--- src/rtl/core/a2otl_pkg.sv ---
// Shared types and default constants for the atan2 octant table lookup block.
// Depends on nothing; the top, front, back and table loader files refer to it by scoped names.
package a2otl_pkg;

  localparam int DEF_TABLE_STEPS     = 4096;
  localparam int DEF_ANGLE_FRAC_BITS = 16;
  localparam int DEF_COORD_WIDTH     = 24;

  // Quadrant code, encoded as {x negative, y negative}.
  typedef enum logic [1:0] {
    QUAD_1 = 2'b00,
    QUAD_4 = 2'b01,
    QUAD_2 = 2'b10,
    QUAD_3 = 2'b11
  } quad_t;

  // Folding information that travels with a request down the datapath.
  typedef struct packed {
    quad_t quad;
    logic  steep;
    logic  origin;
  } oct_info_t;

endpackage

--- src/rtl/core/a2otl_front.sv ---
// Front half: takes a point, forms magnitudes, picks numerator and denominator
// and the octant information. Depends on a2otl_pkg.
module a2otl_front #(
  parameter int COORD_WIDTH = a2otl_pkg::DEF_COORD_WIDTH
) (
  input  logic                          clk,
  input  logic                          rst_n,
  input  logic                          accept,
  input  logic signed [COORD_WIDTH-1:0] in_x_value,
  input  logic signed [COORD_WIDTH-1:0] in_y_value,
  input  logic                          fifo_full,
  output logic                          push,
  output logic                          stall,
  output logic [COORD_WIDTH-1:0]        num,
  output logic [COORD_WIDTH-1:0]        den,
  output a2otl_pkg::oct_info_t          info
);

  logic                       x_neg;
  logic                       y_neg;
  logic [COORD_WIDTH-1:0]     mx;
  logic [COORD_WIDTH-1:0]     my;
  logic                       steep;
  a2otl_pkg::quad_t           quad;
  logic                       valid_r;
  logic [COORD_WIDTH-1:0]     num_r;
  logic [COORD_WIDTH-1:0]     den_r;
  a2otl_pkg::oct_info_t       info_r;

  // The magnitude of the most negative coordinate comes out exactly as an
  // unsigned value of the same width.
  always_comb begin
    x_neg = in_x_value[COORD_WIDTH-1];
    y_neg = in_y_value[COORD_WIDTH-1];
    mx    = x_neg ? (~in_x_value + COORD_WIDTH'(1)) : in_x_value;
    my    = y_neg ? (~in_y_value + COORD_WIDTH'(1)) : in_y_value;
    steep = !(my < mx);
    if (x_neg) begin
      quad = y_neg ? a2otl_pkg::QUAD_3 : a2otl_pkg::QUAD_2;
    end else begin
      quad = y_neg ? a2otl_pkg::QUAD_4 : a2otl_pkg::QUAD_1;
    end
  end

  assign push  = valid_r && !fifo_full;
  assign stall = valid_r && fifo_full;
  assign num   = num_r;
  assign den   = den_r;
  assign info  = info_r;

  always_ff @(posedge clk) begin
    if (accept) begin
      num_r         <= steep ? mx : my;
      den_r         <= steep ? my : mx;
      info_r.quad   <= quad;
      info_r.steep  <= steep;
      info_r.origin <= (mx == '0) && (my == '0);
    end
    if (!rst_n) begin
      valid_r <= 1'b0;
    end else if (accept) begin
      valid_r <= 1'b1;
    end else if (push) begin
      valid_r <= 1'b0;
    end
  end

endmodule

--- config.mk ---
export PLATFORM = sky130hd
export DESIGN_NAME = a2otl_front
export DESIGN_NICKNAME = d
export VERILOG_FILES = /design/src/rtl/core/a2otl_pkg.sv /design/src/rtl/core/a2otl_front.sv
export SDC_FILE = /design/constraint.sdc
export NUM_CORES = 1
export LEC_CHECK = 0
export ABC_CLOCK_PERIOD_IN_PS = 9770
export BUFFER_PORTS_ARGS = -buffer_cell sky130_fd_sc_hd__buf_2
export CORE_MARGIN = 3
export CORE_UTILIZATION = 50
export CTS_BUF_LIST = sky130_fd_sc_hd__clkbuf_8 sky130_fd_sc_hd__clkbuf_16
export DETAILED_ROUTE_END_ITERATION = 8
export MAX_ROUTING_LAYER = met4
export PLACE_DENSITY = 0.77
export SLEW_MARGIN = 0
export SYNTH_ARGS = -nofsm -noshare
export SYNTH_HDL_FRONTEND = slang
export SYNTH_SLANG_ARGS = --single-unit
--- constraint.sdc ---
create_clock -name clk -period 9.77 [get_ports clk]
set_input_delay 2.931 -clock clk [delete_from_list [all_inputs] [get_ports clk]]
set_output_delay 2.931 -clock clk [all_outputs]
set_load 0.005 [all_outputs]
Yosys cells after proc, flatten, opt, wreduce, memory -nomap -nowiden
Index checks and enable logic that the tools add are counted.
- flip-flop bits (word level): 53
- bits of input ports: 52
- word-level logic and storage cells: 28
- add/sub/neg operators: 2
- $lt $le $gt $ge: 1
- multiplexer cells: 9
- bitwise gates (word level): 2
- reductions and logical operators: 8
- operators by type and width (kind ; count):
    2-to-1 mux 24 bit ; 4
    adder 24 x 2 -> 24 bit, second input constant ; 2
    logical NOT 24 bit ; 2
    inverter 24 bit ; 2
    < comparator 24 bit ; 1
    2-to-1 mux 1 bit ; 4
    logical AND 1 bit ; 3
    logical NOT 1 bit ; 2
    2-to-1 mux 2 bit ; 1
    nonzero test 2 bit ; 1

Longest topological paths before layout
- depth after elaboration: 5
- mapped depth: 16
- gate-level depth less buffers: 14

Worst setup path after synthesis
No wires, ideal clock.
- path type: input to register
- from: input port in_x_value[7]
- to: register den_r[14] (netlist: den[14]) (data pin)
- setup time: 277 ps
- data arrival time: 6796 ps
- data required time: 9493 ps
- path slack: 2697 ps
- cell stages on the path: 15
- cell sequence: or4_1 -> buf_2 -> or4_4 -> buf_6 -> o41ai_1 -> xor2_1 -> ha_1 -> a21o_1 -> a21o_1 -> a21oi_1 -> o21ai_0 -> a21oi_1 -> buf_1 -> clkbuf_1 -> mux2i_1
- cells in the longest elaborated chain, start to end: 5
- RTL lines (what ; line ; text):
    from (decl) ; a2otl_front.sv:9 ; input logic signed [COORD_WIDTH-1:0] in_x_value,
    inverter 24 bit ; a2otl_front.sv:35 ; mx = x_neg ? (~in_x_value + COORD_WIDTH'(1)) : in_x_value;
    adder 24 x 2 -> 24 bit ; a2otl_front.sv:35 ;
    2-to-1 mux 24 bit * ; a2otl_front.sv:35 ;
    < comparator 24 bit ; a2otl_front.sv:37 ; steep = !(my < mx);
    2-to-1 mux 24 bit * ; a2otl_front.sv:54 ; den_r <= steep ? my : mx;
    to (signal assigned) ; a2otl_front.sv:54 ;
    to (decl) ; a2otl_front.sv:27 ; logic [COORD_WIDTH-1:0] den_r;
Every way passes the cells marked *; elsewhere a longest branch is shown, timed or not.
A chain may end at the register's enable or synchronous reset.

Worst setup path after layout
- from: input port in_y_value[3]
- to: register num_r[7] (netlist: num[7]) (data pin)
- cells in the longest elaborated chain, start to end: 5
- RTL lines (what ; line ; text):
    from (decl) ; a2otl_front.sv:10 ; input logic signed [COORD_WIDTH-1:0] in_y_value,
    inverter 24 bit ; a2otl_front.sv:36 ; my = y_neg ? (~in_y_value + COORD_WIDTH'(1)) : in_y_value;
    adder 24 x 2 -> 24 bit ; a2otl_front.sv:36 ;
    2-to-1 mux 24 bit * ; a2otl_front.sv:36 ;
    < comparator 24 bit ; a2otl_front.sv:37 ;
    2-to-1 mux 24 bit * ; a2otl_front.sv:53 ; num_r <= steep ? mx : my;
    to (signal assigned) ; a2otl_front.sv:53 ;
    to (decl) ; a2otl_front.sv:26 ; logic [COORD_WIDTH-1:0] num_r;
Marks and branches as above.

==> impl_metrics.ini <==
[status]
status = complete, no violations

[global_routing]
grt_pass1_vias = 3112
antenna_found_initial = 0
grt-ovfl-total = 0
track_usage = 0.218
grt_max_degree = 54
grt_pass1_wl_um = 14900

[worst_hold_path]
hold_depth = 2
hp-start = valid_r
hold_end = valid_r
hold_class = flip-flop to flip-flop

[timing]
whs_ns = 0.573
worst_pin_slew_ns = 1.25
finalCritPeriodShare = 0.796
final-max-slew-violation-count = 0
slew_headroom = 0.162
setup_viol_count_final = 0
finalSetupTns_ns = 0
rsz0062_at_grt = false
fmax_mhz = 129
fin_skew_ns = 0
hold_violations = 0
fin_crit_ns = 7.77

[cells_and_area]
nFillCells = 652
instances_no_fill = 563
area_delta_synth_final_pct = 17.9
drive_above_1_share = 0.276
fin_nets = 539
post-route-cell-area_um2 = 4650

[placed_design]
placed_area_um2 = 4540
dpl.cell_count = 554
place_congestion = 0.891
dp_hpwl_um = 7350
io_buffers = 105

[routing]
wl_per_cell_um = 16.8
postRouteAntennaNets = 0
vias = 3226
via_per_inst = 5.73
wirelength_um = 9470
drt-pass1-iter-count = 4
drt_iter0_drc = 216
drc = 0

[setup_path]
critPathMaxStageDelay_ns = 0.98
worstSetupPathType = input port to flip-flop
crit_fanout = 31
worstPathArrival_ns = 7.93
r2r-start = valid_r
reg2regPathDepth = 2
crit_chain = buf_2, nor4_2, nand3_1, or4_1, nand2_1, xor2_1, inv_1, ha_1, nand2_1, nor2_1, a211oi_1, o21ai_0, a211o_1, a21oi_4, buf_4, mux2i_1
worst_path_most_repeated_cell = nand2_1
crit_slowest_cell = a21oi_4
rrSetupSlack_ns = 9.07
endpoint_kind = flip-flop
worst_ep_required_time_ns = 9.93
r2r-end = valid_r
cp-start-kind = input port

[logic_synthesis]
syn_area_per_cell_um2 = 10.8
syn_area_um2 = 3940
syn_nets = 441
synth_edf_count = 52
synth.distinct_cells = 47
ys_seq_area_frac = 0.401
synth_warnings = 0
ys.flop_type = edfxtp_1
ys_async_sr_fraction = 0
ys_seq_elements = 53
netlist_instances = 364

[clock_network]
cts_buffer_depth = 2
htreeDepth = 2
ctsHoldBuffers = 0
cts_root_buf = clkbuf_8
clock-sinks = 53
post_cts_resized = 0
cts_setup_buffers = 0
path_clk_slew_ns = 0.10
cts_buffers = 5
clock_latency_ns = 0.30
cts_tree = built

[die]
core_area_um2 = 7450
io_pins = 106
rows = 31
dieArea_um2 = 8980
fp.dieW_um = 94.8
start_util = 0.529
die_h_um = 94.8

[pwr]
p_leak_nw = 2.09
ir_drop_uv = 58.4
p_total_uw = 673
power_density_nw_per_um2 = 145

[flow_run]
drv_cap = 0
power breakdown:
part / total, mW / switching [mW] / internal (mW) / leakage, nW
combinational: 0.230 / 0.128 / 0.102 / 1.52
clock: 0.136 / 0.0721 / 0.0642 / 0.0542
sequential: 0.306 / 0.00847 / 0.298 / 0.516
placed cells by master (no fill, tap or decap), drive strengths merged, types with 2 or more instances in the layout:
| master | n |
|---|---|
| a211oi | 4 |
| xor2 | 32 |
| edfxtp | 52 |
| xnor2 | 8 |
| or3b | 2 |
| and4 | 2 |
| nand3 | 5 |
| a21o | 4 |
| o21a | 3 |
| inv | 30 |
| nor2b | 8 |
| nor2 | 8 |
| nand2 | 10 |
| nor4bb | 2 |
| buf | 106 |
| a31oi | 3 |
| o31ai | 13 |
| or4 | 13 |
| o41ai | 10 |
| a21oi | 11 |
| clkbuf | 7 |
| and2 | 2 |
| and3 | 2 |
| o21ai | 16 |
| nand2b | 3 |
| ha | 25 |
| nor4 | 4 |
| or3 | 4 |
| mux2i | 50 |
| nand4 | 10 |
| nor3 | 6 |
per-stage QoR:
step / setup slack (ns) / util
6_report: 2.00 / 0.624
3_3_place_gp: 1.94 / 0.610
4_1_cts: 2.01 / 0.623
3_5_place_dp: 1.70 / 0.610
5_1_grt: 1.63 / 0.623
2_1_floorplan: 2.70 / -
worst max-delay path by stage:
stage	slack, ns	from	end
final	2.00	in_y_value[3]	num[7]
after global routing	1.63	in_y_value[3]	num[7]
after CTS	2.01	in_y_value[3]	num[7]
after detailed placement	1.70	in_y_value[3]	den[4]
after global placement	1.94	in_y_value[5]	num[4]
after floorplan	2.70	in_x_value[7]	den[14]
synth_stat cells, types with 5 or more instances:
master	count	area (um^2)
buf_1	5	18.8
xnor2_1	8	70.1
xor2_1	30	263
nor2_1	8	30.0
a21oi_1	11	55.1
edfxtp_1	52	1560
nor2b_1	8	50.1
or4_1	10	75.1
clkbuf_1	6	22.5
inv_1	30	113
nor3_1	6	30.0
nand2_1	10	37.5
ha_1	25	313
mux2i_1	50	500
o31ai_1	12	90.1
nand3_1	5	25.0
nand4_1	10	62.6
o41ai_1	9	78.8
o21ai_0	11	55.1
registers in the layout, indices dropped and copies added, names as in the netlist:
name and count:
den 24, valid_r 1, num 24, info 4
final cells by class:
cell class,count,area [um^2],area share
multi-input cells,266,2190,0.472
flip-flops and latches,53,1580,0.340
repair buffers,106,533,0.115
inverters,30,113,0.0242
diodes,1,2.50,0.000539
clock inverters,1,5.00,0.00108
well taps,99,124,0.0267
clock buffers,7,96.3,0.0207
logic make-up after synthesis:
kind of cell    Yosys count  share of synthesized area
buf+inv                  45                     0.0457
flops                    53                      0.401
simple gates             84                      0.134
compound gates           67                      0.120
mux                      50                      0.127
xor+xnor                 40                     0.0927
fa+ha+maj                25                     0.0794
worst max-delay path: cells and delay by family:
kind,cells,cell delay [ns]
buffers and inverters,3,0.68
AND/OR/NAND/NOR,6,1.83
XOR/XNOR,1,0.30
adder cells (fa/ha/maj),1,0.32
multiplexers,1,0.25
AO/OA/AOI/OAI,4,1.60
per-layer routing:
layer | GRT usage | wire length [um] | share of wire
met5 | - | 0 | 0
met4 | 0.0637 | 110 | 0.012
met3 | 0.0319 | 569 | 0.060
met2 | 0.370 | 4770 | 0.50
met1 | 0.270 | 4020 | 0.42
(Power assumes the default switching activity.)
