File: src/rtl/core/a2otl_ram.sv
// Generic single-port-write, single-port-read RAM with a registered read.
// Depends on nothing.
module a2otl_ram #(
  parameter int WIDTH = 8,
  parameter int DEPTH = 16
) (
  input  logic                     clk,
  input  logic                     wr_en,
  input  logic [$clog2(DEPTH)-1:0] wr_addr,
  input  logic [WIDTH-1:0]         wr_data,
  input  logic [$clog2(DEPTH)-1:0] rd_addr,
  output logic [WIDTH-1:0]         rd_data
);

  logic [WIDTH-1:0] mem_r [DEPTH];
  logic [WIDTH-1:0] rd_data_r;

  always_ff @(posedge clk) begin
    if (wr_en) begin
      mem_r[wr_addr] <= wr_data;
    end
    rd_data_r <= mem_r[rd_addr];
  end

  assign rd_data = rd_data_r;

endmodule

File: config.mk
export PLATFORM = sky130hd
export DESIGN_NAME = a2otl_ram
export DESIGN_NICKNAME = d
export VERILOG_FILES = /design/src/rtl/core/a2otl_ram.sv
export SDC_FILE = /design/constraint.sdc
export NUM_CORES = 1
export LEC_CHECK = 0
export ABC_AREA = 1
export BUFFER_PORTS_ARGS = -buffer_cell sky130_fd_sc_hd__buf_4
export CORE_MARGIN = 4
export CORE_UTILIZATION = 40
export DETAILED_ROUTE_END_ITERATION = 8
export HOLD_SLACK_MARGIN = 0.02
export PLACE_DENSITY_LB_ADDON = 0.3
export SETUP_SLACK_MARGIN = 0.05
export SLEW_MARGIN = 20
export SYNTH_ARGS = -nofsm -noshare
export SYNTH_HDL_FRONTEND = slang
export SYNTH_SLANG_ARGS = --single-unit
File: constraint.sdc
create_clock -name clk -period 1.6 [get_ports clk]
set_input_delay 0.32 -clock clk [delete_from_list [all_inputs] [get_ports clk]]
set_output_delay 0.32 -clock clk [all_outputs]
set_load 0.1 [all_outputs]
* Word-level counts from Yosys, hierarchy flattened *
Memory sizes are Yosys's and may differ from the RTL's. A register that Yosys moved wholly into a read port is not among the register bits.
Cells that the tools add are included.

storage, ports and cells
  logic and storage cells = 3
  output and inout port bits = 8
  RAM bits = 128
  register bits after elaboration = 0
  memories = 1

cells by class
  multiplexer cells = 2

memory list
  name   depth  bits a word  rd ports  clocked after memory_dff  wr ports  line  text
  mem_r  16     8            1         1                         1         15    logic [WIDTH-1:0] mem_r [DEPTH];

operator list
  cell     number
  $mux W1  2

* Depth between registers and ports, before layout *
Gate-level depths: netlist of run 1.

  word-level depth = 2
  gate-level depth with buffers = 8
  depth with buffers taken out = 7

* Worst setup path after synthesis of run 1 *
Ideal clock, no wire load.

  path type = input -> register
  from = input wr_addr[2]
  to = memory mem_r[10][0], enable pin
  library setup time = 0.370 ns
  cell stages on the path = 2
  arrival time = 0.901 ns
  data required time = 1.230 ns
  path slack = 0.329 ns
  cells stage by stage = nand3b_1 > nor2_1

RTL lines
  item         line  text
  from (decl)  9     input logic [$clog2(DEPTH)-1:0] wr_addr,
  to (decl)    15

Straight into the memory's write port.

* Final worst setup path of run 1 *
  from = register rd_data_r[3], in the netlist rd_data[3] (read register of mem_r)
  to = output rd_data[3]

RTL lines
  item         line  text
  from (decl)  16    logic [WIDTH-1:0] rd_data_r;
  to (decl)    12    output logic [WIDTH-1:0] rd_data

No word-level cell between the ends.

==> results by group, run 1 <==
Synth
  – Part of the Yosys area used for sequential elements: between 60% and 70%
  – Net Count, Synth: 569
  – Ys flop type: edfxtp_1
  – Cells after Synth: 551
  – Largest cells by area after synthesis: edfxtp_1 (67%), nand2_1 (11%), nand3_1 (8.4%)
  – Asr flop ratio synth: 0%
  – Top post-synthesis cells by count: nand2_1 (173), edfxtp_1 (128), inv_1 (100), nand3_1 (97), nor2_1 (17)
  – Syn Area/Cell: 10.5 µm²
  – Yosys reg bits: 136
  – Yosys warnings: 0
  – Number of synthesized flops with an enable pin: roughly 130
  – Yosys cell types: 12
  – Count leader, synth: nand2_1
  – Yosys top cell by area: edfxtp_1
  – Post-Synthesis Cell Area: 5770 µm²
  – Top-area cell type share of the netlist area: 66.7%

Die
  – Die area: ~16000 µm²
  – Core Region: about 14000 µm²
  – Cell Rows: 43
  – Die W: 128 µm
  – Num ports: 26
  – Initial Utilization: between 40% and 50%
  – DIE HEIGHT: 128 µm

Timing
  – Final setup vio count: 0
  – Fin crit share: 85.4%
  – Fin Setup TNS: 0 ns
  – Final Hold Viols: 0
  – Slew of the pin with the lowest slew margin: between 0.4 and 0.5 ns
  – Fmax: around 0.73 GHz
  – RSZ-0062 raised after global routing: false
  – Slew Viols, Final: 0
  – Minimum clock period: 1.37 ns
  – Headroom to the max-slew limit: around three quarters
  – Clk_skew: ~0.0066 ns

Pwr
  – Pwr/cell area: 1240 nW/µm²
  – P_leak: 2.96 nW
  – Power Total: ~8.5 mW
  – Peak VDD IR: approximately 1.1 mV

Final layout
  – Area Growth Syn to Fin: 18.2%
  – N_diodes: 0
  – Finished layout cell area: about 7000 µm²
  – Post-layout util: 48.7%
  – Final non-filler cell total: 788
  – Layout net count: 613
  – Layout cells sized above 1: 12.7%
  – FILL cells: 1265

Worst setup path
  – Critical Path Sink: rd_data[3]
  – FF-to-FF setup slack: 0.58 ns
  – Slowest-stage cell, CP: dfxtp_1
  – Crit path depth: 1
  – Worst setup EP type: output port
  – Critical path launch point: rd_data[3]
  – Worst reg2reg path startpoint: mem_r[7][5]
  – Critical path buffers and inverters: 1
  – Setup CP Type: flip-flop to output port
  – WP data required: about 1.3 ns
  – R2r endpoint: rd_data[5]
  – Path depth of the worst reg2reg path: 6
  – CP Launch Type: flip-flop
  – CP peak stage delay: 0.34 ns
  – CP max FO: 1
  – Crit-path cells: buf_4
  – CP arrival: approximately 1.1 ns
  – Family with the most delay on the worst path: flip-flops

Clock tree
  – Worst-path clk slew: approximately 0.05 ns
  – Number of hold buffers added after cts: 0
  – CTS Buffer Depth: 2
  – Clk Tree Root Cell: clkbuf_16
  – Clock H-tree levels: 4
  – TritonCTS clock tree: built
  – CTS Sinks: 136
  – Clock Latency Late Sink: 0.41 ns
  – Post-CTS sizing: 0
  – Postcts setup bufs: 0
  – Total CTS buffers: 17

Route
  – Max Used Layer: met4
  – Met3 WL: around 600 µm
  – First drt pass iteration count: 7
  – Met1 wire length: 5.14 mm
  – Final ANT Viol Nets: 0
  – Total wire length: 12.5 mm
  – DRC: 0
  – Wire per inst: 15.9 µm
  – Via-to-Cell Ratio: 4.73
  – Met2 WL: 6.59 mm
  – DRT iter0 DRCs: 194
  – Vias: 3726

Global route
  – First-pass GRT wire length: 19.4 mm
  – Largest net degree at the start of global routing: 38
  – Antenna violations before repair: 0
  – Grt total ovfl: 0
  – Number of global-route vias before repair: 3752
  – GR Util All Layers: between 15 and 20%

Flow run
  – Max-Cap Viols: 0

Place
  – IO buf count: 25
  – Post-DP Area: slightly above 6000 µm²
  – DP Cell Count: between 700 and 800
  – Final GP Congestion: about 0.84
  – Post-DP HPWL: 7.94 mm

Worst hold path
  – Hold Path Class: primary input to flip-flop

Status
  – Status: finished, final reports clean
==> worst min path at each step <==
stage                     cells past startpoint         start  slack, ns          end
after floorplan                               0    wr_data[0]       0.42  mem_r[0][0]
after global placement                        6  mem_r[14][4]       0.65   rd_data[4]
after detailed placement                      3    rd_addr[3]       0.66   rd_data[4]
after CTS                                     3    rd_addr[3]       0.22   rd_data[4]
after global routing                          3    rd_addr[3]       0.23   rd_data[6]
final                                         3    rd_addr[3]       0.23   rd_data[4]
==> kinds of logic after synthesis <==
kind of cell,Yosys count,synth area share [%]
simple gates,289,21.0
buf+inv,126,9.52
flops,136,69.4
==> sequential cells by signal, summed over array words and instances, names as in the netlist <==
register  flops
rd_data       8
mem_r       128
==> metal layers <==
metal	GRT usage, %	vias to the layer above
met5	0	-
met4	6.55	0
met3	4.33	16
met2	28.5	87
met1	18.9	1765
li1	-	1858
==> final cells by class <==
cell class,instances,area (µm²),area share (%)
clock buffers,31,558,8.18
clock inverters,1,30.0,0.440
inverters,102,383,5.61
multi-input cells,289,1210,17.8
flip-flops and latches,136,4000,58.7
well taps,180,225,3.30
repair buffers,49,405,5.94
==> metrics by stage <==
step	worst slack [ns]	hold WS, ns
3_5_place_dp	0.219	0.655
2_1_floorplan	0.329	0.419
3_3_place_gp	0.220	0.649
4_1_cts	0.201	0.218
5_1_grt	0.190	0.228
6_report	0.234	0.231
==> power breakdown <==
part	total (mW)	switching, mW	internal [mW]
clock	3.76	1.29	2.47
sequential	4.01	0.0245	3.99
combinational	0.681	0.502	0.180
total	8.46	1.82	6.64
==> worst reg2reg max path, delay by kind of cell (launching register included) <==
family | cells | cell delay [ns]
and+or+nand+nor | 5 | 0.48
DFF | 1 | 0.35
buffers and inverters | 1 | 0.06
==> cells in the final DEF (no fill, tap or decap), drive strengths merged <==
| cell type | count |
|---|---|
| nand3 | 97 |
| clkbuf | 31 |
| buf | 49 |
| edfxtp | 128 |
| inv | 102 |
| nand2 | 173 |
| dfxtp | 8 |
| nor2 | 17 |
| nand3b | 2 |
| bufinv | 1 |
No activity file was read; power rests on OpenSTA's default activity.
==> run 2, diff against run 1 <==
--- a/config.mk
+++ b/config.mk
@@ -9,6 +9,7 @@
 export BUFFER_PORTS_ARGS = -buffer_cell sky130_fd_sc_hd__buf_4
 export CORE_MARGIN = 4
 export CORE_UTILIZATION = 40
+export CTS_BUF_LIST = sky130_fd_sc_hd__clkbuf_8 sky130_fd_sc_hd__clkbuf_16
 export DETAILED_ROUTE_END_ITERATION = 8
 export HOLD_SLACK_MARGIN = 0.02
 export PLACE_DENSITY_LB_ADDON = 0.3
==> results by group, run 2 (same netlist as run 1, synthesis figures left out) <==
Route
  – Total wire length: 12.5 mm (about the same)
  – DRT iter0 DRCs: 204 (was 194)
  – First drt pass iteration count: 4 (was 7)
  – Final ANT Viol Nets: 0 (unchanged)
  – DRC: 0 (unchanged)
  – Via-to-Cell Ratio: 4.73 (about the same)
  – Wire per inst: 15.9 µm (about the same)
  – Vias: 3725 (was 3726)

Clock tree
  – CTS Sinks: 136 (unchanged)
  – Clock Latency Late Sink: 0.41 ns (about the same)
  – Worst-path clk slew: 0.05 ns (about the same)
  – CTS Buffer Depth: 2 (unchanged)
  – Clock H-tree levels: 4 (unchanged)
  – Post-CTS sizing: 0 (unchanged)
  – Total CTS buffers: 17 (unchanged)
  – TritonCTS clock tree: built (unchanged)
  – Postcts setup bufs: 0 (unchanged)
  – Number of hold buffers added after cts: 0 (unchanged)
  – Clk Tree Root Cell: clkbuf_16 (unchanged)

Final layout
  – Layout net count: 613 (unchanged)
  – N_diodes: 0 (unchanged)
  – Largest register FFs: 128 (unchanged)
  – Commonest cells after routing, fill and taps aside: nand2_1 (173), edfxtp_1 (128), inv_1 (106) (was nand2_1 (173), edfxtp_1 (128), inv_1 (100))
  – Area Growth Syn to Fin: 18.2% (unchanged)
  – Most common cell after layout, fill and taps aside: nand2_1 (unchanged)
  – Finished layout cell area: 6820 µm² (unchanged)
  – Layout cells sized above 1: 12.7% (unchanged)
  – Top reg by flops: mem_r (unchanged)

Timing
  – Final Hold Viols: 0 (unchanged)
  – Fin Setup TNS: 0 ns (unchanged)
  – RSZ-0062 raised after global routing: false (unchanged)
  – Fmax: 0.733 GHz (was 0.732 GHz)
  – Slew of the pin with the lowest slew margin: 0.398 ns (was 0.402 ns)
  – Worst hold slack: 0.238 ns (was 0.231 ns)
  – Clk_skew: 0.0105 ns (was 0.00665 ns)
  – Minimum clock period: 1.36 ns (was 1.37 ns)
  – Slew Viols, Final: 0 (unchanged)
  – Headroom to the max-slew limit: 73.5% (was 73.2%)
  – Final setup vio count: 0 (unchanged)
  – Fin crit share: 85.2% (was 85.4%)

Flow run
  – Max-Cap Viols: 0 (unchanged)

Global route
  – Antenna violations before repair: 0 (unchanged)
  – First-pass GRT wire length: 19.4 mm (unchanged)
  – Largest net degree at the start of global routing: 38 (unchanged)
  – Grt total ovfl: 0 (unchanged)
  – Number of global-route vias before repair: 3752 (unchanged)
  – GR Util All Layers: 16.3% (unchanged)

Place
  – Post-DP Area: 6230 µm² (unchanged)
  – Post-DP HPWL: 7.94 mm (unchanged)
  – IO buf count: 25 (unchanged)
  – Final GP Congestion: 0.836 (unchanged)

Die
  – Core Region: 14000 µm² (unchanged)
  – Die W: 128 µm (unchanged)
  – Initial Utilization: 41.2% (unchanged)
  – Die area: 16400 µm² (unchanged)
  – DIE HEIGHT: 128 µm (unchanged)
  – Cell Rows: 43 (unchanged)
  – Num ports: 26 (unchanged)

Worst hold path
  – Hold Path Class: primary input to flip-flop (unchanged)

Worst setup path
  – Worst setup EP type: output port (unchanged)
  – CP max FO: 1 (unchanged)
  – CP peak stage delay: 0.33 ns (was 0.34 ns)
  – Critical path buffers and inverters: 1 (unchanged)
  – Setup CP Type: flip-flop to output port (unchanged)
  – WP data required: 1.28 ns (about the same)
  – CP Launch Type: flip-flop (unchanged)
  – Crit-path cells: buf_4 (unchanged)
  – CP arrival: 1.04 ns (was 1.05 ns)
  – Family with the most delay on the worst path: flip-flops (unchanged)
  – Slowest-stage cell, CP: dfxtp_1 (unchanged)

Pwr
  – Peak VDD IR: 1.09 mV (was 1.10 mV)
  – Pwr/cell area: 1230 nW/µm² (was 1240 nW/µm²)
  – P_leak: 2.99 nW (was 2.96 nW)

Status
  – Status: finished, final reports clean (unchanged)
## run 2: changes by cell type in the layout (fill, tap and decap cells not counted)
cell	delta
clkbuf_1	-6
inv_1	+6
## run 2: final cells by class
type                    instances  area, µm²
repair buffers                 49        405
inverters                     102        383
fillers                      1265       7170
flip-flops and latches        136       4000
multi-input cells             289       1210
well taps                     180        225
clock buffers                  25        536
clock inverters                 7       52.6
## run 2: stage by stage
step	util [%]	setup WS, ns	total power [mW]	std cells
3_3_place_gp	44.5	0.220	4.76	756
6_report	48.7	0.236	8.41	788
2_1_floorplan	-	0.329	4.53	551
4_1_cts	48.7	0.200	8.50	788
3_5_place_dp	44.5	0.219	4.77	756
5_1_grt	48.7	0.190	8.72	788
## run 2: final timing paths
check	to	start	slack, ns	cells after the start
max	rd_data[0]	rd_data[0]	0.24	1
min	rd_data[6]	rd_addr[3]	0.24	3
max reg2reg	rd_data[5]	mem_r[7][5]	0.58	6
min reg2reg	rd_data[4]	mem_r[14][4]	0.67	6
## run 2: metal layers
| metal | vias to the layer above | track usage [%] | wire length, µm |
|---|---|---|---|
| met5 | - | 0 | 0 |
| met2 | 101 | 28.5 | 6550 |
| met4 | 0 | 6.55 | 212 |
| met3 | 17 | 4.33 | 852 |
| met1 | 1748 | 18.9 | 4890 |
| li1 | 1859 | - | - |
## run 2: power breakdown
group          switching, mW  internal [mW]
clock                   1.28           2.43
sequential            0.0243           3.99
combinational          0.501          0.180
total                   1.81           6.60
## run 2: worst register-to-register path: stages, from the launching register on
cell and delay, ns:
edfxtp_1 0.35, inv_1 0.06, nand2_1 0.04, nand3_1 0.08, nand3_1 0.10, nand3_1 0.16, nand2_1 0.10
