## config.mk

```make
export PLATFORM = sky130hd
export DESIGN_NAME = a2otl_back
export DESIGN_NICKNAME = d
export VERILOG_FILES = /design/src/rtl/core/a2otl_pkg.sv /design/src/rtl/core/a2otl_back.sv
export SDC_FILE = /design/constraint.sdc
export NUM_CORES = 2
export LEC_CHECK = 0
export BUFFER_PORTS_ARGS = -buffer_cell sky130_fd_sc_hd__buf_4
export CAP_MARGIN = 15
export CORE_MARGIN = 10
export CORE_UTILIZATION = 45
export CTS_CLUSTER_SIZE = 30
export DETAILED_ROUTE_END_ITERATION = 7
export HOLD_SLACK_MARGIN = 0.15
export SYNTH_ARGS = -nofsm -noshare
export SYNTH_HDL_FRONTEND = slang
export SYNTH_SLANG_ARGS = --single-unit
```

## constraint.sdc

```tcl
create_clock -name clk -period 8.7 [get_ports clk]
set_input_delay 1.305 -clock clk [delete_from_list [all_inputs] [get_ports clk]]
set_output_delay 1.305 -clock clk [all_outputs]
set_load 0.05 [all_outputs]
```

## src/rtl/core/a2otl_pkg.sv

```systemverilog
// Shared types and default constants for the atan2 octant table lookup block.
// Depends on nothing; the top, front, back and table loader files refer to it by scoped names.
package a2otl_pkg;

  localparam int DEF_TABLE_STEPS     = 4096;
  localparam int DEF_ANGLE_FRAC_BITS = 16;
  localparam int DEF_COORD_WIDTH     = 24;

  // Quadrant code, encoded as {x negative, y negative}.
  typedef enum logic [1:0] {
    QUAD_1 = 2'b00,
    QUAD_4 = 2'b01,
    QUAD_2 = 2'b10,
    QUAD_3 = 2'b11
  } quad_t;

  // Folding information that travels with a request down the datapath.
  typedef struct packed {
    quad_t quad;
    logic  steep;
    logic  origin;
  } oct_info_t;

endpackage

```

## src/rtl/core/a2otl_back.sv

```systemverilog
// Back half: pipelined divider for the table index, round to nearest even,
// table read and octant folding. Depends on a2otl_pkg; reads the table RAM.
module a2otl_back #(
  parameter int COORD_WIDTH     = a2otl_pkg::DEF_COORD_WIDTH,
  parameter int TABLE_STEPS     = a2otl_pkg::DEF_TABLE_STEPS,
  parameter int ANGLE_FRAC_BITS = a2otl_pkg::DEF_ANGLE_FRAC_BITS
) (
  input  logic                              clk,
  input  logic                              rst_n,
  input  logic                              in_valid,
  input  logic [COORD_WIDTH-1:0]            in_num,
  input  logic [COORD_WIDTH-1:0]            in_den,
  input  a2otl_pkg::oct_info_t              in_info,
  output logic [$clog2(TABLE_STEPS+1)-1:0]  rd_addr,
  input  logic [ANGLE_FRAC_BITS-1:0]        rd_data,
  output logic                              out_valid,
  output logic signed [ANGLE_FRAC_BITS+2:0] out_angle
);

  localparam int  MAG_W   = COORD_WIDTH;
  localparam int  QB      = $clog2(TABLE_STEPS + 1);
  localparam int  DW      = MAG_W + QB;
  localparam int  RW      = MAG_W + 1;
  localparam int  OUT_W   = ANGLE_FRAC_BITS + 3;
  localparam real PI_REAL = 3.14159265358979323846;
  localparam logic signed [OUT_W-1:0] PI_O =
    OUT_W'(longint'(PI_REAL * (2.0 ** ANGLE_FRAC_BITS)));
  localparam logic signed [OUT_W-1:0] HPI_O =
    OUT_W'(longint'(PI_REAL * (2.0 ** ANGLE_FRAC_BITS) / 2.0));

  typedef struct packed {
    logic [RW-1:0]        rem;
    logic [QB-1:0]        quo;
    logic [QB-1:0]        low;
    logic [MAG_W-1:0]     den;
    a2otl_pkg::oct_info_t info;
  } div_stage_t;

  div_stage_t               st_r   [QB+1];
  div_stage_t               st_nxt [QB+1];
  logic [QB:0]              vld_r;
  logic [DW-1:0]            prod;
  logic [RW-1:0]            trial  [QB];
  logic                     take   [QB];
  logic [RW:0]              rem2;
  logic [RW:0]              den_ext;
  logic                     round_up;
  logic [QB-1:0]            idx_nxt;
  logic [QB-1:0]            idx_r;
  a2otl_pkg::oct_info_t     info1_r;
  a2otl_pkg::oct_info_t     info2_r;
  logic                     vld1_r;
  logic                     vld2_r;
  logic signed [OUT_W-1:0]  t_ext;
  logic signed [OUT_W-1:0]  angle_nxt;
  logic                     out_valid_r;
  logic signed [OUT_W-1:0]  out_angle_r;

  // The scaled quotient is below 2^QB, so the top bits of the dividend are
  // already below the divisor and only QB quotient bits remain to be found.
  always_comb begin
    prod = DW'(in_num) * DW'(TABLE_STEPS);
    st_nxt[0].rem  = RW'(prod[DW-1:QB]);
    st_nxt[0].quo  = '0;
    st_nxt[0].low  = prod[QB-1:0];
    st_nxt[0].den  = in_den;
    st_nxt[0].info = in_info;
    for (int k = 0; k < QB; k++) begin
      trial[k] = {st_r[k].rem[RW-2:0], st_r[k].low[QB-1]};
      take[k]  = (trial[k] >= RW'(st_r[k].den));
      st_nxt[k+1].rem  = take[k] ? (trial[k] - RW'(st_r[k].den)) : trial[k];
      st_nxt[k+1].quo  = {st_r[k].quo[QB-2:0], take[k]};
      st_nxt[k+1].low  = {st_r[k].low[QB-2:0], 1'b0};
      st_nxt[k+1].den  = st_r[k].den;
      st_nxt[k+1].info = st_r[k].info;
    end
  end

  // Round to nearest; an exact half goes to the even index.
  always_comb begin
    rem2     = {st_r[QB].rem, 1'b0};
    den_ext  = (RW + 1)'(st_r[QB].den);
    round_up = (rem2 > den_ext) || ((rem2 == den_ext) && st_r[QB].quo[0]);
    idx_nxt  = st_r[QB].quo + QB'(round_up);
  end

  always_comb begin
    t_ext = signed'(OUT_W'(rd_data));
    case (info2_r.quad)
      a2otl_pkg::QUAD_1: angle_nxt = info2_r.steep ? (HPI_O - t_ext) : t_ext;
      a2otl_pkg::QUAD_2: angle_nxt = info2_r.steep ? (HPI_O + t_ext) : (PI_O - t_ext);
      a2otl_pkg::QUAD_3: angle_nxt = info2_r.steep ? (-HPI_O - t_ext) : (t_ext - PI_O);
      a2otl_pkg::QUAD_4: angle_nxt = info2_r.steep ? (t_ext - HPI_O) : (-t_ext);
      default:           angle_nxt = '0;
    endcase
    if (info2_r.origin) begin
      angle_nxt = '0;
    end
  end

  always_ff @(posedge clk) begin
    st_r        <= st_nxt;
    idx_r       <= idx_nxt;
    info1_r     <= st_r[QB].info;
    info2_r     <= info1_r;
    out_angle_r <= angle_nxt;
    if (!rst_n) begin
      vld_r       <= '0;
      vld1_r      <= 1'b0;
      vld2_r      <= 1'b0;
      out_valid_r <= 1'b0;
    end else begin
      vld_r       <= {vld_r[QB-1:0], in_valid};
      vld1_r      <= vld_r[QB];
      vld2_r      <= vld1_r;
      out_valid_r <= vld2_r;
    end
  end

  assign rd_addr   = idx_r;
  assign out_valid = out_valid_r;
  assign out_angle = out_angle_r;

endmodule
```

# Word-level counts from Yosys, hierarchy flattened
# Cells that the tools add are included.
dict set report op_classes {
  addsub 21
  order_cmp 14
  n_eq_ne 4
  n_mux 18
  reduce_logical 3
}
# cell n
set ops {}
lappend ops {{25-bit by 24-bit >= comparator with 1-bit output} 12}
lappend ops {{24-bit 2-to-1 mux} 12}
lappend ops {{24-bit subtractor} 12}
lappend ops {{19-bit 2-to-1 mux} 4}
lappend ops {{19-bit one-hot mux with 4 select lines} 1}
lappend ops {{26-bit by 24-bit equality test with 1-bit output} 1}
lappend ops {{26-bit by 24-bit greater-than comparator with 1-bit output} 1}
lappend ops {{25-bit 2-to-1 mux} 1}
lappend ops {{25-bit by 24-bit subtractor with 25-bit output} 1}
lappend ops {{24-bit >= comparator} 1}
lappend ops {{16-bit negation with 19-bit output} 1}
lappend ops {{16-bit by 18-bit subtractor with 19-bit output (second input constant)} 1}
lappend ops {{18-bit by 16-bit subtractor with 19-bit output (first input constant)} 1}
lappend ops {{18-bit by 17-bit subtractor with 19-bit output (first input constant)} 1}
lappend ops {{17-bit by 16-bit adder with 18-bit output (first input constant)} 1}
lappend ops {{16-bit by 17-bit subtractor with 18-bit output (second input constant)} 1}
lappend ops {{17-bit by 16-bit subtractor with 18-bit output (first input constant)} 1}
lappend ops {{13-bit by 1-bit adder with 13-bit output} 1}
lappend ops {{2-bit equality test (second input constant)} 2}
lappend ops {{2-bit by 1-bit equality test with 1-bit output (second input constant)} 1}
lappend ops {{2-bit zero test} 1}
lappend ops {{1-bit logical AND} 1}
lappend ops {{1-bit logical OR} 1}
dict set report totals {
  ff_bits 877
  in_bits 71
  output_inout_bits 33
  elab_cells 168
}

# Longest topological paths before layout
dict set report depth {
  depth_word 4
  depth_mapped 16
  depth_no_buf 16
}

# Least setup slack after synthesis
# No wires, ideal clock.
dict set report synth_timing {
  path_type {in2reg}
  from {input port rd_data[0]}
  to {register out_angle_r[14] (netlist: out_angle[14])}
  setup_time_ns 0.128
  arrival_ns 3.382
  t_required_ns 8.572
  slack_ns 5.191
  stages 10
  path_cell_list {clkbuf_1 -> inv_1 -> ha_1 -> or4b_1 -> or3_1 -> nor4_1 -> mux2i_1 -> o221ai_1 -> xor2_1 -> nor2_1}
}
dict set report synth_via {
  elab_chain_len 3
  word_cells_on_any_way 12
  cone_classes {add/sub (7); mux (5)}
}
# element line_no
set synth_rtl {}
lappend synth_rtl {{from (decl)} a2otl_back.sv:15} ;# input logic [ANGLE_FRAC_BITS-1:0] rd_data,
lappend synth_rtl {{16-bit by 18-bit subtractor with 19-bit output, or another cell as far along} a2otl_back.sv:92} ;# a2otl_pkg::QUAD_3: angle_nxt = info2_r.steep ? (-HPI_O - t_ext) : (t_ext - PI_O);
lappend synth_rtl {{19-bit 2-to-1 mux (on tied branches)} --}
lappend synth_rtl {{19-bit one-hot mux with 4 select lines *} a2otl_back.sv:89} ;# case (info2_r.quad)
lappend synth_rtl {{to (signal assigned)} a2otl_back.sv:106} ;# out_angle_r <= angle_nxt;
lappend synth_rtl {{to (decl)} a2otl_back.sv:57} ;# logic signed [OUT_W-1:0] out_angle_r;
# Mark *: on every way between the ends. The rest lies on a longest branch, timed or not.
# A chain may end at the register's enable or synchronous reset.

==> summary.md <==
| Metric | Value |
|---|---|
| Number of buffers inserted to repair setup after CTS | `0` |
| Total half-perimeter wirelength after legalization and detailed placement | `71,430 µm` |
| Number of CTS-inserted buffers | `91` |
| Worst setup path category | `flop to flop` |
| EDFF count, synth | `0` |
| Data arrival time of the worst path | `4180 ps` |
| DIE AREA | `100,600 µm²` |
| Starting DRC count in detailed routing | `1,757` |
| Synthesized area | `39,730 µm²` |
| Fraction of registers with async set/reset | `0` |
| Post-CTS resize count | `0` |
| M2 GR Usage | `0.3031` |
| Clock Tree Root | `sky130_fd_sc_hd__clkbuf_16` |
| Starting density of the core | `0.4558` |
| Area delta synth->final | `13.20%` |
| Clock-pin slew reported for the worst setup and hold paths after clock tree synthesis | `60 ps` |
| Number of unique standard cell types used by synthesis | `93` |
| Post-synth top area share | `0.4419` |
| H-tree depth | `3` |
| Largest area contributor in the netlist | `sky130_fd_sc_hd__dfxtp_1` |
| Final setup violation count | `0` |
| Synthesis Warnings | `0` |
| Detail-routed net length per standard cell | `16.28 µm` |
| Hold bufs inserted after CTS | `0` |
| DRC violation count after routing | `0` |
| Power density over the cells | `395.4 nW/µm²` |
| Vias | `29,364` |
| Via-to-Cell Ratio | `5.217` |
| Number of fill cells in the layout | `8,132` |
| Final total negative setup slack | `0 ps` |
| Met3 usage | `0.02668` |
| Type of destination of the critical path | `flop` |
| Commonest non-fill, non-tap cells in the layout | `877 x sky130_fd_sc_hd__dfxtp_1, 433 x sky130_fd_sc_hd__inv_1, 394 x sky130_fd_sc_hd__nand2_1` |
| Die extent in x | `317.1 µm` |
| Area taken by flip-flops and latches | `17,560 µm²` |
| Final worst path period share | `0.4190` |
| Pin count of the biggest net entering global routing | `57` |
| Final Instance Area | `44,970 µm²` |
| Placement Cell Area | `41,700 µm²` |
| Met1 Usage GRT | `0.2374` |
| Post-Syn Area per Cell | `9.271 µm²` |
| # nets final | `4,828` |
| Vias in the first global route | `28,567` |
| Crit path required time | `9240 ps` |
| Sinks on the clock net | `877` |
| Pre-CTS setup slack | `4878 ps` |
| Classification of the worst-slack hold path | `flop to flop` |
| Pins over their slew limit | `0` |
| Number of antenna violations at the first check in global routing | `2` |
| Multi-input gate area in the final layout | `20,150 µm²` |
| Final Hold Viols | `0` |
| Clock tree from TritonCTS | `done` |
| Maximum fanout count along the critical path | `24` |
| Final antenna-violating net count | `0` |
| Number of storage elements in the synthesis netlist | `877` |
| Largest buffer count on any clock path | `3` |
| Leading cell type in the layout, fill and taps excluded | `sky130_fd_sc_hd__dfxtp_1` |
| Global-route wire length before repair | `148,700 µm` |
| Final period demand of the worst path | `3645 ps` |
| Number of max-capacitance violations reported | `0` |
| Static power due to leakage | `20.61 nW` |
| Run status | `finished clean` |
| Slew at the pin with the worst max-slew slack | `933.6 ps` |
| Max_slew headroom | `0.3738` |
| Standard-cell rows | `108` |
| Router iterations before antenna repair | `5` |
| Global-route usage over all layers | `0.1810` |
| Num ports | `104` |
| Final estimated routing congestion in global placement | `0.8824` |
| Top FF cell, synth | `sky130_fd_sc_hd__dfxtp_1` |
| IR drop worst, VDD | `0.0002556 V` |
| Syn Nets | `4,715` |
| Ratio of cells with drive above 1 in the final layout | `0.07668` |
| Source-to-sink clock delay at the later pin of the worst-skew pair | `660 ps` |
| Global-route layer with the greatest usage | `met2` |
| Highest Clock Rate | `274.3 MHz` |
| Number of cells produced by synthesis | `4,285` |
| Total wire length after detailed routing | `91,660 µm` |
| Setup slack of the worst register-to-register path | `5050 ps` |
| Worst setup margin | `5055 ps` |
| Clock skew after layout | `54.71 ps` |
| Proportion of synthesized chip area in sequential cells | `0.4419` |
| Area of the core region | `87,160 µm²` |
| Top area cells in the synthesized netlist | `sky130_fd_sc_hd__dfxtp_1 44%, sky130_fd_sc_hd__ha_1 11%, sky130_fd_sc_hd__inv_1 4.1%` |
| Overall die height | `317.1 µm` |
| Worst Setup Start Kind | `flop` |
| RSZ-0062 raised after global routing | `no` |
| Overall Power | `17.78 mW` |
| Count of input and output buffers | `103` |
| Total overflow reported by the global router | `0` |
path summary, 6_finish.rpt:
kind	from	to	depth (start not counted)
max	st_nxt[797]	st_r[856]	10
min	st_nxt[324]	st_nxt[245]	0
max reg2reg	st_nxt[797]	st_r[856]	10
min reg2reg	st_nxt[324]	st_nxt[245]	0
synth_stat cells (all sizes together), types with 25 or more instances:
cell type and n:
nand2b 60, and2 25, and3 28, o31ai 36, nand4 44, o21a 50
inv 441, nor3 65, o21bai 38, o21ai 339, a31oi 39, a21o 106
a211oi 35, nor2b 44, mux2 99, xnor2 152, clkbuf 74, nand3 66
nor2 200, xor2 112, dfxtp 877, a21oi 272, ha 346, nand2 395
final cells by class:
class | count | share of cell area
multi-input combinational | 2867 | 0.4481
sequential | 877 | 0.3904
clock buffer | 123 | 0.05776
inverter | 443 | 0.03698
tap | 1155 | 0.03214
timing repair buffer | 118 | 0.01970
clock inverter | 45 | 0.01483
antenna | 1 | 0.00005565
metal layers:
layer	part of all wire	vias up
met5	0	-
met1	0.47	13549
met4	0.030	0
li1	-	15063
met2	0.46	598
met3	0.044	154
logic make-up (layout without fill, tap and decap cells):
kind of cell	Yosys count	after routing	synth area share
compound gates	1107	1107	0.1771
xor+xnor	264	264	0.05820
fa+ha+maj	359	359	0.1155
buf+inv	541	729	0.05203
flops	877	877	0.4419
mux	117	117	0.03323
other cells	0	1	0
simple gates	1020	1020	0.1219
critical path: stages (launching register included):
cell                        delay (ps)
sky130_fd_sc_hd__dfxtp_1           320
sky130_fd_sc_hd__inv_1              40
sky130_fd_sc_hd__ha_1              340
sky130_fd_sc_hd__a21o_1            200
sky130_fd_sc_hd__a211oi_1          780
sky130_fd_sc_hd__o221a_2           380
sky130_fd_sc_hd__o21a_1            170
sky130_fd_sc_hd__o21ai_1           140
sky130_fd_sc_hd__o2111ai_1         290
sky130_fd_sc_hd__nand2_2           400
sky130_fd_sc_hd__mux2_1            450
power by group:
| group | internal, mW | switching, mW | total (mW) |
|---|---|---|---|
| logic | 3.36 | 4.53 | 7.89 |
| clock network | 2.42 | 1.66 | 4.08 |
| registers | 5.18 | 0.633 | 5.81 |
| total | 11.0 | 6.82 | 17.8 |
stage by stage:
step	cells	utilization	hold WS [ps]
after global routing	5628	0.5159	318.5
after global placement	5460	0.4785	310.0
after CTS	5628	0.5159	309.6
after floorplan	4285	-	309.6
final	5629	0.5159	315.8
after detailed placement	5460	0.4785	312.1
registers in the layout, indices dropped and copies added, names as in the netlist, 13 cells and up:
name	cells
rem2	25
out_angle	19
den_ext	24
st_nxt	442
vld_r	14
st_r	329
rd_addr	13
(Power assumes the default switching activity.)
