--- src/rtl/core/a2otl_fifo.sv ---
// Two-entry queue between the front and back halves of the atan2 block.
// Depends on nothing.
module a2otl_fifo #(
  parameter int WIDTH = 8
) (
  input  logic             clk,
  input  logic             rst_n,
  input  logic             push,
  input  logic [WIDTH-1:0] wr_data,
  input  logic             pop,
  output logic [WIDTH-1:0] rd_data,
  output logic             full,
  output logic             empty
);

  logic [WIDTH-1:0] data_r [2];
  logic             wr_ptr_r;
  logic             rd_ptr_r;
  logic [1:0]       count_r;
  logic             do_push;
  logic             do_pop;

  assign do_push = push && !full;
  assign do_pop  = pop && !empty;
  assign full    = (count_r == 2'd2);
  assign empty   = (count_r == 2'd0);
  assign rd_data = data_r[rd_ptr_r];

  always_ff @(posedge clk) begin
    if (do_push) begin
      data_r[wr_ptr_r] <= wr_data;
    end
    if (!rst_n) begin
      wr_ptr_r <= 1'b0;
      rd_ptr_r <= 1'b0;
      count_r  <= 2'd0;
    end else begin
      if (do_push) begin
        wr_ptr_r <= !wr_ptr_r;
      end
      if (do_pop) begin
        rd_ptr_r <= !rd_ptr_r;
      end
      case ({do_push, do_pop})
        2'b10:   count_r <= count_r + 2'd1;
        2'b01:   count_r <= count_r - 2'd1;
        default: count_r <= count_r;
      endcase
    end
  end

endmodule

--- config.mk ---
export PLATFORM = sky130hd
export DESIGN_NAME = a2otl_fifo
export DESIGN_NICKNAME = d
export VERILOG_FILES = /design/src/rtl/core/a2otl_fifo.sv
export SDC_FILE = /design/constraint.sdc
export NUM_CORES = 1
export LEC_CHECK = 0
export BUFFER_PORTS_ARGS = -buffer_cell sky130_fd_sc_hd__clkbuf_2
export CELL_PAD_IN_SITES_DETAIL_PLACEMENT = 0
export CELL_PAD_IN_SITES_GLOBAL_PLACEMENT = 1
export CORE_MARGIN = 5
export CORE_UTILIZATION = 39
export DETAILED_ROUTE_END_ITERATION = 12
export GPL_TIMING_DRIVEN = 0
export PLACE_DENSITY_LB_ADDON = 0.1
export SYNTH_ARGS = -nofsm -noshare
export SYNTH_HDL_FRONTEND = slang
export SYNTH_SLANG_ARGS = --single-unit
--- constraint.sdc ---
create_clock -name clk -period 2.3 [get_ports clk]
set_clock_uncertainty 0.15 [all_clocks]
set_input_delay 0.46 -clock clk [delete_from_list [all_inputs] [get_ports clk]]
set_output_delay 0.46 -clock clk [all_outputs]
set_load 0.1 [all_outputs]
=== Word-level counts from Yosys, hierarchy flattened ===
Memory sizes are Yosys's and may differ from the RTL's. A register that Yosys moved wholly into a read port is not among the register bits.
Index checks and enable logic that the tools add are counted.

* Memory bits (writable): 16
* Memories: 1
* Bits in registers: 4
* Output and inout bits: 10
* Input bits: 12

{| class="wikitable"
|+ Memories
! memory !! words !! width !! rd ports !! clocked after Yosys merged registers in !! wr ports !! line !! RTL
|-
| data_r || 2 || 8 || 1 || 1 || 1 || 16 || <nowiki>logic [WIDTH-1:0] data_r [2];</nowiki>
|}

* $add $sub $neg: 2
* Reductions and logical operators: 8
* Equal/unequal tests: 3
* Mux-type cells: 5

{| class="wikitable"
|+ Operators with widths
! operator !! number
|-
| $eq 2x2->1 const B || 2
|-
| $logic_not 1->1 || 4
|-
| $mux 1 || 4
|-
| $pmux 2 s2 || 1
|-
| $add 2x1->2 const B || 1
|-
| $eq 2x1->1 const B || 1
|-
| $logic_and 1x1->1 || 2
|-
| $logic_not 2->1 || 1
|-
| $reduce_bool 2->1 || 1
|-
| $sub 2x1->2 const B || 1
|}

=== Logic depth before layout (Yosys ltp) ===
Gate-level depths: netlist of run 1.

* Word-level depth: 5
* Gate-level depth with buffers: 6

=== Least setup slack after synthesis of run 1 ===
Ideal clock, no wire load.

* Path type: register to output
* Start point: reg count_r[0]
* End point: out empty
* Buffers on the path: 0
* Required time: 1.690 ns
* Arrival: 1.608 ns
* Slack: 0.082 ns
* Stages on the path, launching flop included: 2
* Cell sequence: dfxtp_1 nor2_1

* Cells in the longest elaborated chain, start to end: 1

{| class="wikitable"
|+ RTL lines
! what !! line !! RTL
|-
| start, declared || 19 || <nowiki>logic [1:0] count_r;</nowiki>
|-
| start signal, assigned || 45 || <nowiki>2'b10: count_r <= count_r + 2'd1;</nowiki>
|-
| start signal, assigned || 46 || <nowiki>2'b01: count_r <= count_r - 2'd1;</nowiki>
|-
| start signal, assigned || 47 || <nowiki>default: count_r <= count_r;</nowiki>
|-
| $logic_not 2->1 || 26 || <nowiki>assign empty = (count_r == 2'd0);</nowiki>
|-
| end, declared || 13 || <nowiki>output logic empty</nowiki>
|}

Every way passes these cells.

==> results of run 1 <==
cell usage in the layout, fill, tap and decap left out, drive strengths merged:
cell and count:
ha 1, a21oi 2, inv 4, mux2 8, or3 2, o21ai 2, dfxtp 5, edfxtp 16
xor2 1, xnor2 2, nand2 1, nor2 4, clkbuf 25, o21a 1, nand2b 1, and3 1
per-layer routing:
metal	share of wire, %	global-route usage [%]	vias to the layer above
met5	0	0	-
met4	0	3.13	0
met3	6.9	2.80	0
met2	46	12.3	14
met1	47	9.43	211
li1	-	-	236
final timing paths:
kind | start | to | cells past startpoint
worst max-delay path | flop | rd_data[5] | 2
worst min register to register | wr_ptr_r | wr_ptr_r | 2
worst min-delay path | wr_data[0] | data_r[1][0] | 1
worst max register to register | count_r[0] | count_r[1] | 5
cell families (layout without fill, tap and decap cells):
family          after synthesis  count (layout)  share of synthesized area (%)
flops                        21              21                           72.4
simple gates                  9               9                           5.77
mux                           8               8                           11.2
compound gates                5               5                           3.43
buf+inv                       5              29                           2.34
xor+xnor                      3               3                           3.28
fa+ha+maj                     1               1                           1.56
area by class of cell:
class / count / area (um^2)
Fill cell: 202 / 998
Sequential cell: 21 / 581
Multi-Input combinational cell: 26 / 203
Timing Repair Buffer: 21 / 105
Tap cell: 27 / 33.8
Clock buffer: 4 / 26.3
Inverter: 4 / 15.0
critical path, cell delays in order (launching register included):
cell and delay (ns):
dfxtp_1 0.56, mux2_2 0.38, clkbuf_2 0.37
state kept, by name, summed over array words and instances, names as in the netlist, named ones only:
signal	count
wr_ptr_r	1
count_r	2
rd_ptr_r	1
data_r	16
repair_timing:
action | CTS | global route
endpoints found under the hold margin | 0 | 0
buffers inserted | 0 | 0
hold buffers | 0 | 0
setup endpoints to repair | 8 | 0
per-stage QoR:
step,cells,util [%],worst slack (ns),hold slack (ns)
global placement,100,48.0,0.264,0.322
floorplan,52,-,0.0821,0.308
finish,103,49.1,0.0887,0.201
detailed placement,100,48.0,0.262,0.346
global route,103,49.1,0.0131,0.184
CTS,103,49.1,0.0516,0.188
==> flow_summary.toml, run 1 <==
[run_status]
status = "completed"

[floorplan]
core_region_area_um2 = 1960
ios = 22
num_rows = 16
die_h_um = 55.4
die_x_um = 55.4
start_util_pct = 40.9
dieArea_um2 = 3060

[synthesis]
post_synth_num_cell_types = 17
yosysTopAreaCell = "edfxtp_1"
synth-edff-count = 16
ys_async_sr_fraction_pct = 0
syn_area_per_cell_um2 = 15.4
synth-seq-cells = 21
netlist_area_um2 = 802
synth.most_common_cell = "edfxtp_1"
syn_inst = 52
ys.flop_type = "edfxtp_1"
synth_area_leaders = "edfxtp_1, dfxtp_1, mux2_2, xnor2_1, nor2_1"
syn_nets = 65
synth_top_area_share_pct = 59.9
synth_seq_area_share_pct = 72.4
yosys_warnings = 0
synth_common_cells = "edfxtp_1, mux2_2, dfxtp_1, nor2_1, inv_1"

[finish]
area_growth_pct = 20.1
final_cell_area_um2 = 963
layout.nets = 90
drive_above_1_share_pct = 44.7
antenna_cells = 0

[timing]
max_slew_margin_pct = 64.0
setup_tns_ns = 0
fin_crit_ns = 2.21
tightestPinTransition_ns = 0.542
hold_viol = 0
slew_violations = 0
max_freq_mhz = 452
rsz0062_at_grt = "no"
setup_viol = 0
period_share_pct = 96.1

[drt]
dr.pass1.iters = 4
num_vias = 461
drc = 0
wirelength_um = 1170
viasPerCell = 4.48
ant_nets = 0
post_drt_wl_per_cell_um = 11.3
drt_iter0_markers = 9

[grt]
grt_util_all_layers_pct = 7.73
grt_pass1_vias = 438
antenna_found_initial = 0
grt_pass1_wl_um = 1880
overflow = 0
grt_max_degree = 12

[worst_setup_path]
cp_max_fo = 8
cp_data_required_time_ns = 1.69
regToRegSetupSlack_ns = 0.59
criticalPathCategory = "reg -> out"
crit_path_start_kind = "flop"
arrival_ns = 1.60
crit_path_end_kind = "output pin"

[clock_network]
htree_levels = 1
cts_tree = "built"
cts_buffers = 3
cts_num_sinks = 21
ctsRootBufferMaster = "clkbuf_4"
clock_path_buffers = 2
clk_pin_slew_ns = 0.11
cts_resized = 0
clkLatencyLatePin_ns = 0.29

[place]
io_buffer_count = 21
gp_congestion = 0.693
dpl.hpwl_um = 886
place_area_um2 = 941

[min_path]
hold_path.class = "in -> reg"

[run]
drv_cap = 0
Power of run 1 is left out: the tool's default activity adds up to more than one toggle a clock period on the data nets, which glitch-free logic cannot reach.
==> run 2, diff against run 1 <==
--- a/config.mk
+++ b/config.mk
@@ -12,7 +12,7 @@
 export CORE_UTILIZATION = 39
 export DETAILED_ROUTE_END_ITERATION = 12
 export GPL_TIMING_DRIVEN = 0
-export PLACE_DENSITY_LB_ADDON = 0.1
+export PLACE_DENSITY = 0.71
 export SYNTH_ARGS = -nofsm -noshare
 export SYNTH_HDL_FRONTEND = slang
 export SYNTH_SLANG_ARGS = --single-unit
==> run 2 against run 1 <==
Effect of this change: utilization stayed put; clock-buffer cell count unchanged; register-to-register slack about the same; critical endpoint is now rd_data[2].
==> flow_summary.toml, run 2 (same netlist as run 1, synthesis figures left out) <==
[run_status]
status = "completed"

[place]
io_buffer_count = 21
place_inst = 100
gp_congestion = 0.743

[finish]
layout_common_cells = "clkbuf_2, edfxtp_1, mux2_2"
largest_reg_flops = 16
layout_commonest_cell = "clkbuf_2"
drive_above_1_share_pct = 44.7
fill_cells = 198
largest_register = "data_r"
layout.nets = 90
antenna_cells = 0
area_growth_pct = 20.1
top_regs = "data_r: 16 flops, count_r: 2 flops"
instances_no_fill = 103

[timing]
rsz0062_at_grt = "no"
hold_viol = 0
setup_viol = 0
tightestPinTransition_ns = 0.546
fin_crit_ns = 2.20
slew_violations = 0
period_share_pct = 95.5
max_slew_margin_pct = 63.8
max_freq_mhz = 455
setup_tns_ns = 0

[worst_setup_path]
arrival_ns = 1.59
slowest_delay_ns = 0.55
slowest_stage = "dfxtp_1"
cp_cell_sequence = "mux2_2 > clkbuf_2"
crit_path_end_kind = "output pin"
crit_buf_inv = 1
cp_max_fo = 8
cp_top_family = "flip-flops"
crit_path_start_kind = "flop"
cp_data_required_time_ns = 1.69
criticalPathCategory = "reg -> out"

[clock_network]
cts_tree = "built"
post-cts-setup-buffers = 0
htree_levels = 1
ctsRootBufferMaster = "clkbuf_4"
clkLatencyLatePin_ns = 0.28
cts_buffers = 3
clock_path_buffers = 2
cts_resized = 0
clk_pin_slew_ns = 0.10
cts_num_sinks = 21

[drt]
dr.pass1.iters = 3
viasPerCell = 4.41
num_vias = 454
post_drt_wl_per_cell_um = 11.9
wirelength_um = 1220
ant_nets = 0
drc = 0
drt_iter0_markers = 5

[floorplan]
start_util_pct = 40.9
die_x_um = 55.4
ios = 22
num_rows = 16
die_h_um = 55.4
dieArea_um2 = 3060
core_region_area_um2 = 1960

[grt]
overflow = 0
grt_max_degree = 12
antenna_found_initial = 0
grt_util_all_layers_pct = 7.97
grt_pass1_wl_um = 1810
grt_pass1_vias = 422

[run]
drv_cap = 0

[min_path]
hold_path.class = "in -> reg"
## run 2: worst reg2reg max path, cell delays in order, from the launching register on
cell      delay (ns)
dfxtp_1         0.43
nand2b_2        0.18
nand2_1         0.06
ha_1            0.32
or3_1           0.38
a21oi_1         0.13
## run 2: worst paths after layout
path              start            to  slack [ns]  depth (start not counted)
max                flop    rd_data[2]        0.10                          2
min          wr_data[2]  data_r[1][2]        0.20                          1
max reg2reg  count_r[0]    count_r[1]        0.59                          5
min reg2reg    wr_ptr_r      wr_ptr_r        0.35                          2
## run 2: stage by stage
stage / hold slack, ns / cell area (um^2) / util (%) / setup WS [ns]
finish: 0.205 / 963 / 49.1 / 0.104
detailed placement: 0.336 / 941 / 48.0 / 0.245
global placement: 0.325 / 941 / 48.0 / 0.265
global route: 0.180 / 963 / 49.1 / 0.0146
floorplan: 0.308 / 802 / - / 0.0821
CTS: 0.193 / 963 / 49.1 / 0.0752
## run 2: layer usage
| metal | GRT usage, % | wire length [um] | share of wire [%] | vias up |
|---|---|---|---|---|
| met5 | 0 | 0 | 0 | - |
| met4 | 5.21 | 7 | 0.57 | 0 |
| met3 | 2.80 | 73 | 6.0 | 2 |
| met2 | 13.7 | 629 | 51 | 10 |
| met1 | 8.09 | 513 | 42 | 209 |
| li1 | - | - | - | 233 |
## run 2: cell type report
type | instances | area, um^2 | share of cell area (%)
Timing Repair Buffer | 21 | 105 | 10.9
Sequential cell | 21 | 581 | 60.3
Tap cell | 27 | 33.8 | 3.51
Inverter | 4 | 15.0 | 1.56
Multi-Input combinational cell | 26 | 203 | 21.0
Clock buffer | 4 | 26.3 | 2.73
## run 2: what timing repair did
action,4_1_cts,5_1_grt
hold buffers,0,0
endpoints found under the setup margin,8,0
endpoints found under the hold margin,0,0
Power of run 2 is left out for the same reason.
==> run 3, diff against run 2 <==
--- a/config.mk
+++ b/config.mk
@@ -6,13 +6,14 @@
 export NUM_CORES = 1
 export LEC_CHECK = 0
 export BUFFER_PORTS_ARGS = -buffer_cell sky130_fd_sc_hd__clkbuf_2
+export CAP_MARGIN = 15
 export CELL_PAD_IN_SITES_DETAIL_PLACEMENT = 0
 export CELL_PAD_IN_SITES_GLOBAL_PLACEMENT = 1
 export CORE_MARGIN = 5
-export CORE_UTILIZATION = 39
+export CORE_UTILIZATION = 40
 export DETAILED_ROUTE_END_ITERATION = 12
 export GPL_TIMING_DRIVEN = 0
-export PLACE_DENSITY = 0.71
+export PLACE_DENSITY = 0.73
 export SYNTH_ARGS = -nofsm -noshare
 export SYNTH_HDL_FRONTEND = slang
 export SYNTH_SLANG_ARGS = --single-unit
==> constraint.sdc (replaced) <==
create_clock -name clk -period 2.83 [get_ports clk]
set_clock_uncertainty 0.15 [all_clocks]
set_input_delay 0.283 -clock clk [delete_from_list [all_inputs] [get_ports clk]]
set_output_delay 0.283 -clock clk [all_outputs]
set_load 0.1 [all_outputs]
==> run 3 against run 2 <==
Effect of this change: final cell count increased by 0.97%; critical path depth increased by 1; global-route usage increased by 0.41 points; first-iteration DRC count decreased by 80%; flip-flop and latch count unchanged.
==> flow_summary.toml, run 3 (same netlist as run 1, synthesis figures left out) <==
[grt]
grt_util_all_layers_pct = 8.38
grt_max_degree = 13
grt_pass1_vias = 394
grt_pass1_wl_um = 1660
antenna_found_initial = 0
overflow = 0

[clock_network]
clkLatencyLatePin_ns = 0.29
cts_tree = "built"
htree_levels = 1
cts_num_sinks = 21
ctsRootBufferMaster = "clkbuf_4"
clock_path_buffers = 2
holdBufCountCts = 0
post-cts-setup-buffers = 0
cts_resized = 0
cts_buffers = 3
clk_pin_slew_ns = 0.11

[finish]
fill_cells = 186
multiInputGateArea_um2 = 203
area_growth_pct = 20.7
instances_no_fill = 104
antenna_cells = 0
seq_area_um2 = 581
final_core_util_pct = 49.9
drive_above_1_share_pct = 45.5
largest_register = "data_r"
top_regs = "data_r: 16 flops, count_r: 2 flops"
largest_reg_flops = 16
layout.nets = 91
layout_common_cells = "clkbuf_2, edfxtp_1, mux2_2"
layout_commonest_cell = "clkbuf_2"

[floorplan]
die_h_um = 54.8
die_x_um = 54.8
num_rows = 16
core_region_area_um2 = 1940
start_util_pct = 41.3
ios = 22
dieArea_um2 = 3000

[timing]
hold_viol = 0
fin_crit_ns = 2.18
tightestPinTransition_ns = 0.542
rsz0062_at_grt = "no"
setup_viol = 0
max_freq_mhz = 459
period_share_pct = 76.9
setup_tns_ns = 0
slew_violations = 0
max_slew_margin_pct = 64.0

[drt]
ant_nets = 0
post_drt_wl_per_cell_um = 11.7
num_vias = 449
viasPerCell = 4.32
drt_iter0_markers = 1
wirelength_um = 1220
dr.pass1.iters = 3
drc = 0

[min_path]
hold_depth = 1
min_from = "wr_data[0]"
hold_path.class = "in -> reg"
hold_path_end = "data_r[1][0]"

[place]
io_buffer_count = 21
dpl.hpwl_um = 907
gp_congestion = 0.658
place_inst = 100

[worst_setup_path]
crit_path_end_kind = "output pin"
criticalPathCategory = "reg -> out"
arrival_ns = 1.74
regToRegSetupSlack_ns = 1.12
rr_startpoint = "count_r[0]"
r2r_cells = 5
crit_path_start_kind = "flop"
cp_data_required_time_ns = 2.40
r2r_end = "count_r[1]"
cp_max_fo = 8

[run]
drv_cap = 0

[run_status]
status = "completed"
run 3: worst max-delay path, stage by stage, from the launching register on:
cell and delay [ns]:
dfxtp_1 0.32, clkbuf_1 0.35, mux2_2 0.40, clkbuf_2 0.37
run 3: worst max path at each step:
stage                  to  cells after the start  startpoint  slack [ns]
2_1_floorplan       empty                      1  count_r[0]        0.79
6_report       rd_data[7]                      3        flop        0.65
5_1_grt        rd_data[7]                      3        flop        0.55
4_1_cts        rd_data[7]                      3        flop        0.60
3_5_place_dp   rd_data[7]                      3        flop        0.93
3_3_place_gp   rd_data[5]                      3        flop        0.97
run 3: per-layer routing:
metal | up-vias | share of wire, % | GRT usage [%]
li1 | 233 | - | -
met5 | - | 0 | 0
met2 | 10 | 51 | 13.8
met4 | 0 | 0.58 | 4.98
met1 | 204 | 41 | 9.33
met3 | 2 | 7.2 | 2.72
run 3: layout make-up:
cell class | instances | share of cell area [%]
buffer | 1 | 0.388
inverter | 4 | 1.55
clock buffer | 3 | 2.33
multi-input combinational | 26 | 20.9
tap | 27 | 3.49
timing repair buffer | 21 | 10.9
sequential | 21 | 59.9
clock inverter | 1 | 0.517
run 3: through the flow:
stage                     worst slack, ns  hold slack [ns]  instance area, um^2
after global placement              0.974            0.323                  941
final                               0.653           0.0244                  968
after global routing                0.553          0.00515                  968
after CTS                           0.597           0.0156                  968
after floorplan                     0.789            0.232                  802
after detailed placement            0.927            0.326                  941
Power of run 3 is left out for the same reason.
